--- src/rtl/grr_pkg.sv ---
// Shared types, constants and helper functions of the grid ring rotation block.
// Used by grr_rem and grid_ring_rotate under rtl/; depends on nothing else.
`default_nettype none
package grr_pkg;

  // Grid storage geometry
  localparam int MAX_DIM    = 16;
  localparam int DATA_WIDTH = 32;
  localparam int CELL_COUNT = MAX_DIM * MAX_DIM;
  localparam int ADDR_W     = $clog2(CELL_COUNT);

  // Field and register widths
  localparam int CRD_W     = 4;            // row / col field
  localparam int VAL_W     = 32;           // value / data field
  localparam int DIM_W     = 5;            // size registers and ring bounds
  localparam int LEN_W     = DIM_W + 2;    // ring length and positions
  localparam int SHIFT_W   = 30;           // rotation register
  localparam int REM_CNT_W = $clog2(SHIFT_W + 1);
  localparam int CFG_IDX_W = 2;

  // Configuration register indexes
  localparam logic [CFG_IDX_W-1:0] REG_ROWS  = 2'd0;
  localparam logic [CFG_IDX_W-1:0] REG_COLS  = 2'd1;
  localparam logic [CFG_IDX_W-1:0] REG_SHIFT = 2'd2;

  // Item kinds carried on in_tuser
  localparam logic ACT_WRITE = 1'b0;
  localparam logic ACT_READ  = 1'b1;

  // Remainder unit request and response
  typedef struct packed {
    logic               start;
    logic [SHIFT_W-1:0] dividend;
    logic [LEN_W-1:0]   divisor;
  } rem_req_t;

  typedef struct packed {
    logic             done;
    logic [LEN_W-1:0] rem;
  } rem_rsp_t;

  // Low DATA_WIDTH bits of an incoming value, zero-extended when wider
  function automatic logic [DATA_WIDTH-1:0] to_cell(input logic [VAL_W-1:0] v);
    logic [63:0] t;
    t = {32'b0, v};
    return t[DATA_WIDTH-1:0];
  endfunction

  // Stored word sign-extended, then cut to the result width
  function automatic logic [VAL_W-1:0] from_cell(input logic [DATA_WIDTH-1:0] w);
    logic signed [63:0] t;
    t = 64'(signed'(w));
    return t[VAL_W-1:0];
  endfunction

endpackage
`default_nettype wire

--- src/rtl/grr_rem.sv ---
// Iterative restoring remainder unit: shift amount modulo ring length,
// one dividend bit per cycle. Depends on grr_pkg.
`default_nettype none
module grr_rem (
  input  wire logic              clk,
  input  wire logic              rst_n,
  input  wire grr_pkg::rem_req_t req,
  output grr_pkg::rem_rsp_t      rsp
);
  import grr_pkg::*;

  logic                 busy_r, busy_nxt;
  logic                 done_r, done_nxt;
  logic [REM_CNT_W-1:0] cnt_r, cnt_nxt;
  logic [SHIFT_W-1:0]   dvd_r, dvd_nxt;
  logic [LEN_W-1:0]     dvs_r, dvs_nxt;
  logic [LEN_W-1:0]     rem_r, rem_nxt;
  logic [LEN_W:0]       trial;

  // One restoring step: bring in the next dividend bit, subtract if it fits
  always_comb begin
    busy_nxt = busy_r;
    done_nxt = 1'b0;
    cnt_nxt  = cnt_r;
    dvd_nxt  = dvd_r;
    dvs_nxt  = dvs_r;
    rem_nxt  = rem_r;
    trial    = {rem_r, dvd_r[SHIFT_W-1]};
    if (req.start) begin
      busy_nxt = 1'b1;
      cnt_nxt  = REM_CNT_W'(SHIFT_W);
      dvd_nxt  = req.dividend;
      dvs_nxt  = req.divisor;
      rem_nxt  = '0;
    end else if (busy_r) begin
      dvd_nxt = {dvd_r[SHIFT_W-2:0], 1'b0};
      if (trial >= {1'b0, dvs_r}) begin
        rem_nxt = LEN_W'(trial - {1'b0, dvs_r});
      end else begin
        rem_nxt = LEN_W'(trial);
      end
      cnt_nxt = cnt_r - 1'b1;
      if (cnt_r == REM_CNT_W'(1)) begin
        busy_nxt = 1'b0;
        done_nxt = 1'b1;
      end
    end
  end

  always_ff @(posedge clk) begin
    if (!rst_n) begin
      busy_r <= 1'b0;
      done_r <= 1'b0;
      cnt_r  <= '0;
    end else begin
      busy_r <= busy_nxt;
      done_r <= done_nxt;
      cnt_r  <= cnt_nxt;
    end
    dvd_r <= dvd_nxt;
    dvs_r <= dvs_nxt;
    rem_r <= rem_nxt;
  end

  assign rsp.done = done_r;
  assign rsp.rem  = rem_r;

endmodule
`default_nettype wire

--- config.mk ---
export PLATFORM = sky130hd
export DESIGN_NAME = grr_rem
export DESIGN_NICKNAME = d
export VERILOG_FILES = /design/src/rtl/grr_pkg.sv /design/src/rtl/grr_rem.sv
export SDC_FILE = /design/constraint.sdc
export NUM_CORES = 1
export LEC_CHECK = 0
export ABC_AREA = 0
export BUFFER_PORTS_ARGS = -buffer_cell sky130_fd_sc_hd__buf_2
export CELL_PAD_IN_SITES_DETAIL_PLACEMENT = 1
export CELL_PAD_IN_SITES_GLOBAL_PLACEMENT = 1
export CORE_UTILIZATION = 44
export DETAILED_ROUTE_END_ITERATION = 12
export PLACE_DENSITY = 0.77
export SYNTH_ARGS = -nofsm -noshare
export SYNTH_HDL_FRONTEND = slang
export SYNTH_SLANG_ARGS = --single-unit
--- constraint.sdc ---
create_clock -name clk -period 2.1 [get_ports clk]
set_input_delay 0.21 -clock clk [delete_from_list [all_inputs] [get_ports clk]]
set_output_delay 0.21 -clock clk [all_outputs]
set_load 0.05 [all_outputs]
==> Yosys cells after proc, flatten, opt, wreduce, memory -nomap -nowiden <==
Cells that the tools add are included.
{ "classes": {"add_sub_neg": 2, "order_cmp": 1, "n_eq_ne": 1, "n_mux": 9, "n_bitwise": 2, "n_reduce_logical": 3} }
{ "op_table": {"columns": ["op", "count"], "rows": [
  ["two-way mux 30 bit", 2],
  ["two-way mux 5 bit", 2],
  [">= comparator 8 x 7 -> 1 bit", 1],
  ["two-way mux 7 bit", 1],
  ["subtractor 7 bit", 1],
  ["equality test 5 x 1 -> 1 bit, second input constant", 1],
  ["subtractor 5 x 1 -> 5 bit, second input constant", 1],
  ["two-way mux 1 bit", 4],
  ["OR reduction 3 bit", 1],
  ["inverter 1 bit", 2],
  ["nonzero test 2 bit", 1],
  ["OR reduction 2 bit", 1]
]} }
{ "word_totals": {"reg_bits": 51, "input_bits": 40, "out_inout_bits": 8, "elab_cells": 25} }

==> Longest topological paths before layout <==
Gate-level depths: netlist (run 1).
{ "depth": {"depth_word": 4, "depth_mapped": 9, "mapped_depth_nobuf": 9} }

==> Least setup slack after synthesis (run 1) <==
OpenSTA, ideal clock, no wires.
{ "synth_timing": {"path_type": "register to register", "from": "reg rem_r[3]", "to": "reg rem_r[1]", "setup_time_ps": 91, "t_arrival_ps": 1900, "t_required_ps": 2009, "setup_slack_ps": 109, "path_stages_with_launch": 8, "path_buffers": 1, "period_less_slack_ps": 1991, "cell_sequence": "dfxtp_1 > ha_1 > buf_2 > o21a_1 > o21ai_2 > a31o_4 > nand3_1 > a311oi_1"} }
{ "synth_via": {"elab_chain_len": 2} }
{ "synth_rtl": {"columns": ["item", "line", "text"], "rows": [
  ["from (decl)", "grr_rem.sv:17", "logic [LEN_W-1:0] rem_r, rem_nxt;"],
  ["from (signal assigned)", "grr_rem.sv:62", "rem_r <= rem_nxt;"],
  [">= comparator 8 x 7 -> 1 bit", "grr_rem.sv:37", "if (trial >= {1'b0, dvs_r}) begin"],
  ["two-way mux 7 bit", "grr_rem.sv:37", null]
]} }
Every way passes these cells.
A chain may end at the register's enable or synchronous reset.

==> Worst setup path after layout (run 1) <==
{ "layout_timing": {"from": "reg dvd_r[29]", "to": "reg rem_r[1]"} }
{ "layout_via": {"elab_chain_len": 2, "elab_cells_between_ends": 3, "cone_classes": "1 x add/sub; 1 x order compare; 1 x mux"} }
{ "layout_rtl": {"columns": ["item", "line", "text"], "rows": [
  ["from (decl)", "grr_rem.sv:15", "logic [SHIFT_W-1:0] dvd_r, dvd_nxt;"],
  ["from (signal assigned)", "grr_rem.sv:60", "dvd_r <= dvd_nxt;"],
  ["subtractor 7 bit / >= comparator 8 x 7 -> 1 bit (equally long branches)", "grr_rem.sv:38, grr_rem.sv:37", null],
  ["two-way mux 7 bit *", "grr_rem.sv:37", null]
]} }
Every way passes the cells marked *; elsewhere a longest branch is shown, timed or not.

==> results.py, run 1 <==
metrics = {
    "synth": {
        "yosysUniqueCellTypes": 43,
        "async_flop_share_pct": 0,
        "ys_seq_area_share_pct": 55.8,
        "synth_top_area_share_pct": 44.6,
        "avgSynthCellArea_um2": 12.3,
        "synth_area_leaders": "edfxtp_1 45%, mux2_2 13%, dfxtp_1 11%, ha_1 4.5%, nor2_1 3.0%",
        "yosysMostFrequentCell": "edfxtp_1",
        "yosysTopAreaCell": "edfxtp_1",
        "ys.warnings.count": 0,
        "synth_seq_cells": 51,
        "syn_inst": 202,
        "synth_common_cells": "37 x edfxtp_1, 29 x mux2_2, 20 x nor2_1",
        "syn-cell-area_um2": 2490,
        "synth-edff-count": 37,
        "synth_ff_type": "edfxtp_1",
        "postSynthNetCount": 252,
    },
    "place": {
        "place_hpwl_um": 3880,
        "io_buffers": 47,
        "place_inst": 317,
        "place_congestion": 0.788,
    },
    "detailed_routing": {
        "vias": 1705,
        "drt_iter0_drc": 54,
        "routed_wl_um": 5320,
        "ant_nets": 0,
        "drt_pass1_iterations": 4,
        "post-route-drc-count": 0,
        "vias_per_cell": 5.25,
        "wl_per_cell_um": 16.4,
    },
    "pwr": {
        "seqPwrFrac_pct": 54.0,
        "clkPwrFrac_pct": 30.1,
        "p_sw_share_pct": 25.0,
        "power_frac_comb_pct": 15.8,
        "max-vdd-ir-drop_v": 0.000430,
        "power_density_nw_per_um2": 772,
        "p_switching_uw": 565,
        "p_leak_uw": 0.00118,
        "internal_power_uw": 1690,
    },
    "job": {
        "drv_cap": 0,
    },
    "clock_network": {
        "cts_tree": "yes",
        "htreeDepth": 2,
        "cts_buffer_depth": 2,
        "cts_made_buffers": 5,
        "cts.sinks": 51,
        "cts_root_buf": "clkbuf_8",
        "worst_skew_pair.late_latency_ns": 0.31,
        "clk_pin_slew_ns": 0.09,
    },
    "layout": {
        "stdcell_count": 325,
        "syn2layout_area_growth_pct": 17.4,
        "drive_gt1_share_pct": 37.9,
        "nets": 303,
        "num_antenna_cells": 0,
    },
    "floorplan": {
        "dieHeight_um": 77.3,
        "die_w_um": 77.3,
        "die_area_um2": 5970,
        "pin_count": 48,
        "coreArea_um2": 5470,
        "placementRows": 27,
        "initial_core_util_pct": 45.6,
    },
    "sta": {
        "finalClockSkew_ns": 0.00628,
        "rsz0062_at_grt": "false",
        "fin_crit_ns": 1.96,
        "slew_headroom_pct": 65.3,
        "tns_ns": 0,
        "setup_viol": 0,
        "final_max_slew_viol_count": 0,
        "post-route-period-util_pct": 93.4,
        "hold_viol": 0,
        "worst_pin_slew_ns": 0.508,
        "max_freq_ghz": 0.510,
    },
    "critical_path": {
        "path_max_fanout": 8,
        "cp_top_family": "adder cells",
        "start_kind": "register",
        "crit_buf_inv": 2,
        "path_cells": "inv_1, ha_1, inv_1, fa_2, nand3_1, and2_4, a31o_4, nand3_1, a311oi_1",
        "slowest_delay_ns": 0.40,
        "worstSetupEndpointType": "register",
        "critPathRequiredTime_ns": 2.32,
        "crit_arrival_ns": 2.19,
        "crit_slowest_cell": "edfxtp_1",
        "critPathKind": "register to register",
    },
    "grt": {
        "grt_usage_pct": 19.9,
        "grt_start_max_net_pins": 30,
        "grt_pass1_vias": 1787,
        "grt_pass1_wl_um": 8860,
        "antenna_found_initial": 0,
        "grt_overflow": 0,
    },
    "outcome": {
        "status": "finished clean",
    },
    "min_path": {
        "hp-class": "input pin to register",
    },
}
[layout by cell type, fill, tap and decap left out, types with 3 or more instances in the layout]
cell type / n
a21oi_1: 6
buf_2: 47
buf_4: 5
clkbuf_8: 5
dfxtp_1: 14
edfxtp_1: 37
ha_1: 9
inv_1: 13
mux2_2: 29
nand2_1: 13
nand3_1: 3
nand4_1: 3
nor2_1: 20
nor2b_1: 3
nor3_1: 6
o211ai_1: 3
xnor2_1: 3
xor2_1: 3
[power by group through the flow]
stage | clock network [uW] | registers [uW] | logic (uW)
5_1_grt | 738 | 1230 | 392
3_3_place_gp | 0 | 1240 | 337
6_report | 681 | 1220 | 357
3_5_place_dp | 0 | 1240 | 351
2_1_floorplan | 0 | 1250 | 227
4_1_cts | 698 | 1220 | 356
[sequential cells by signal (all words and copies together) (netlist names)]
name,flops
dvd_r,30
dvs_r,7
rem_r,7
cnt_r,5
busy_r,1
done_r,1
[layout make-up]
type	instances	area, um2
fill	593	2550
inverter	13	48.8
clock buffer	5	68.8
timing repair buffer	52	273
clock inverter	2	37.5
tap	72	90.1
multi-input combinational	130	1020
sequential	51	1390
[cell families after synthesis]
logic type / synth area share (%)
flops: 55.8
fa+ha+maj: 5.32
compound gates: 8.73
simple gates: 11.0
buf+inv: 3.51
mux: 13.5
xor+xnor: 2.11
[worst paths after layout]
path | start | to | slack, ns | depth (start not counted)
max | dvd_r[29] | rem_r[1] | 0.14 | 9
min | req[4] | dvs_r[4] | 0.07 | 1
max reg2reg | dvd_r[29] | rem_r[1] | 0.14 | 9
min reg2reg | rem_r[6] | rem_r[6] | 0.49 | 2
[stage by stage]
step / hold slack [ns] / setup WS (ns) / instance area (um2) / total power, uW / utilization, %
floorplan: 0.309 / 0.109 / 2490 / 1480 / -
global placement: 0.388 / 0.200 / 2810 / 1580 / 51.3
detailed placement: 0.390 / 0.0979 / 2810 / 1600 / 51.3
CTS: 0.0633 / 0.0718 / 2920 / 2280 / 53.3
global route: 0.0506 / 0.0314 / 2930 / 2360 / 53.5
finish: 0.0687 / 0.139 / 2930 / 2260 / 53.5
[layer usage]
layer | wire length, um | vias up | track usage, %
li1 | - | 832 | -
met1 | 2230 | 825 | 23.4
met2 | 2720 | 40 | 33.4
met3 | 295 | 8 | 7.02
met4 | 75 | 0 | 7.17
met5 | 0 | - | 0
[timing repair]
action / CTS / global route
setup endpoints to repair: 0 / 4
setup buffers: 0 / 1
hold buffers: 0 / 0
gates resized for setup: 0 / 1
endpoints found under the hold margin: 0 / 0
No activity file was read; power rests on OpenSTA's default activity.
==> inputs of run 2 (changes only) <==
--- a/config.mk
+++ b/config.mk
@@ -9,6 +9,7 @@
 export BUFFER_PORTS_ARGS = -buffer_cell sky130_fd_sc_hd__buf_2
 export CELL_PAD_IN_SITES_DETAIL_PLACEMENT = 1
 export CELL_PAD_IN_SITES_GLOBAL_PLACEMENT = 1
+export CORE_ASPECT_RATIO = 0.8
 export CORE_UTILIZATION = 44
 export DETAILED_ROUTE_END_ITERATION = 12
 export PLACE_DENSITY = 0.77
==> run 2 against run 1 <==
First-iteration DRC count shrank 30%. Maximum frequency grew 0.83%. Largest cell class unchanged. Die area is essentially flat. Sequential share of layout area grew 0.22 points. Clock-buffer cell count grew 1.
==> results.py, run 2 (synthesized netlist as in run 1, its figures left out) <==
metrics = {
    "detailed_routing": {
        "wl_met1_um": 2320,
        "post-route-drc-count": 0,
        "vias_per_cell": 5.15,
        "drt_iter0_drc": 38,
        "vias": 1711,
        "drt_pass1_iterations": 4,
        "ant_nets": 0,
        "wl_per_cell_um": 15.5,
        "routed_wl_um": 5160,
        "highest_layer": "met4",
        "met3WireLength_um": 249,
        "dr_wl_met2_um": 2530,
    },
    "critical_path": {
        "r2r_cells": 9,
        "critPathKind": "register to register",
        "path_cells": "inv_1, ha_1, inv_1, fa_2, nand3_1, and2_4, a31o_4, nand3_1, a311oi_1",
        "cp_top_family": "adder cells",
        "crit_arrival_ns": 2.16,
        "reg2reg_from": "dvd_r[29]",
        "crit_slowest_cell": "edfxtp_1",
        "start_kind": "register",
        "r2r_end": "rem_r[1]",
        "reg2reg_slack_ns": 0.16,
        "worstSetupEndpointType": "register",
        "path_depth": 9,
        "critPathRequiredTime_ns": 2.31,
        "crit_buf_inv": 2,
        "path_max_fanout": 8,
        "slowest_delay_ns": 0.40,
    },
    "pwr": {
        "power.total_uw": 2120,
        "max-vdd-ir-drop_v": 0.000324,
        "p_leak_uw": 0.00117,
        "power_density_nw_per_um2": 729,
    },
    "floorplan": {
        "dieHeight_um": 69.3,
        "pin_count": 48,
        "die_area_um2": 5970,
        "coreArea_um2": 5470,
        "placementRows": 24,
        "die_w_um": 86.2,
        "initial_core_util_pct": 45.6,
    },
    "layout": {
        "fillers": 607,
        "reg_top3": "dvd_r (30), dvs_r (7), rem_r (7)",
        "num_antenna_cells": 0,
        "largest_reg_flops": 30,
        "layout_common_cells": "47 x buf_2, 37 x edfxtp_1, 29 x mux2_2",
        "largest-register": "dvd_r",
        "syn2layout_area_growth_pct": 16.8,
        "final_common_cell": "buf_2",
        "final_util_pct": 53.3,
        "drive_gt1_share_pct": 37.8,
        "stdcell_count": 332,
        "nets": 303,
    },
    "sta": {
        "slew_headroom_pct": 63.0,
        "finalClockSkew_ns": 0.00182,
        "setup_viol": 0,
        "hold_viol": 0,
        "fin_crit_ns": 1.94,
        "final_max_slew_viol_count": 0,
        "fin_hold_ws_ns": 0.0760,
        "worst_pin_slew_ns": 0.553,
        "max_freq_ghz": 0.514,
        "post-route-period-util_pct": 92.6,
    },
    "grt": {
        "antenna_found_initial": 0,
        "grt_start_max_net_pins": 31,
        "grt_overflow": 0,
        "grt_pass1_vias": 1753,
        "grt_usage_pct": 18.5,
        "grt_pass1_wl_um": 8430,
    },
    "clock_network": {
        "cts_tree": "yes",
        "cts_made_buffers": 5,
        "cts_root_buf": "clkbuf_8",
        "cts_buffer_depth": 2,
        "clk_pin_slew_ns": 0.09,
        "htreeDepth": 2,
        "worst_skew_pair.late_latency_ns": 0.30,
        "ctsHoldBuffers": 0,
        "cts.sinks": 51,
    },
    "min_path": {
        "hp-class": "input pin to register",
        "min_path_cells": 1,
        "hold_start": "req[1]",
        "holdPathEnd": "dvs_r[1]",
    },
    "place": {
        "place_hpwl_um": 3780,
        "place_congestion": 0.834,
        "place_inst": 323,
        "io_buffers": 47,
    },
    "job": {
        "drv_cap": 0,
    },
    "outcome": {
        "status": "finished clean",
    },
}
run 2: changes by cell type in the layout (fill, tap and decap cells not counted):
cell / before / now
bufinv_16: 1 / 0
clkbuf_1: 0 / 1
clkinv_2: 0 / 1
run 2: cell type report:
cell class                 instances  area, um2  area share [%]
sequential                        51       1390            47.8
multi-input combinational        130       1020            34.9
timing repair buffer              52        273            9.36
tap                               78       97.6            3.35
clock buffer                       6       72.6            2.49
inverter                          13       48.8            1.68
clock inverter                     2       12.5           0.430
run 2: per-layer routing:
metal / track usage [%] / vias to the layer above
met5: 0 / -
met4: 5.56 / 0
met3: 4.88 / 7
met2: 29.7 / 42
met1: 24.4 / 823
li1: - / 839
run 2: how the worst max path moves through the flow:
stage	from	endpoint	slack (ns)
4_1_cts	dvd_r[29]	rem_r[1]	0.08
3_5_place_dp	dvd_r[29]	rem_r[1]	0.11
5_1_grt	dvd_r[29]	rem_r[1]	-0.009
3_3_place_gp	dvd_r[29]	rem_r[1]	0.20
6_report	dvd_r[29]	rem_r[1]	0.16
2_1_floorplan	rem_r[3]	rem_r[1]	0.11
run 2: per-stage QoR:
step / setup slack, ns / setup TNS [ns] / cell area, um2
4_1_cts: 0.0783 / 0 / 2900
3_3_place_gp: 0.196 / 0 / 2820
2_1_floorplan: 0.109 / 0 / 2490
5_1_grt: -0.00940 / -0.00940 / 2910
6_report: 0.156 / 0 / 2910
3_5_place_dp: 0.108 / 0 / 2820
run 2: what timing repair did:
item / 4_1_cts / 5_1_grt
buffers inserted: 0 / 1
setup endpoints to repair: 0 / 5
gates resized for setup: 0 / 1
run 2: power by group:
group	total (uW)	switching [uW]	leakage (uW)	internal, uW
Sequential	1220	36.9	0.000486	1180
Clock	552	319	0.0000412	233
Combinational	352	191	0.000648	161
Total	2120	546	0.00117	1580
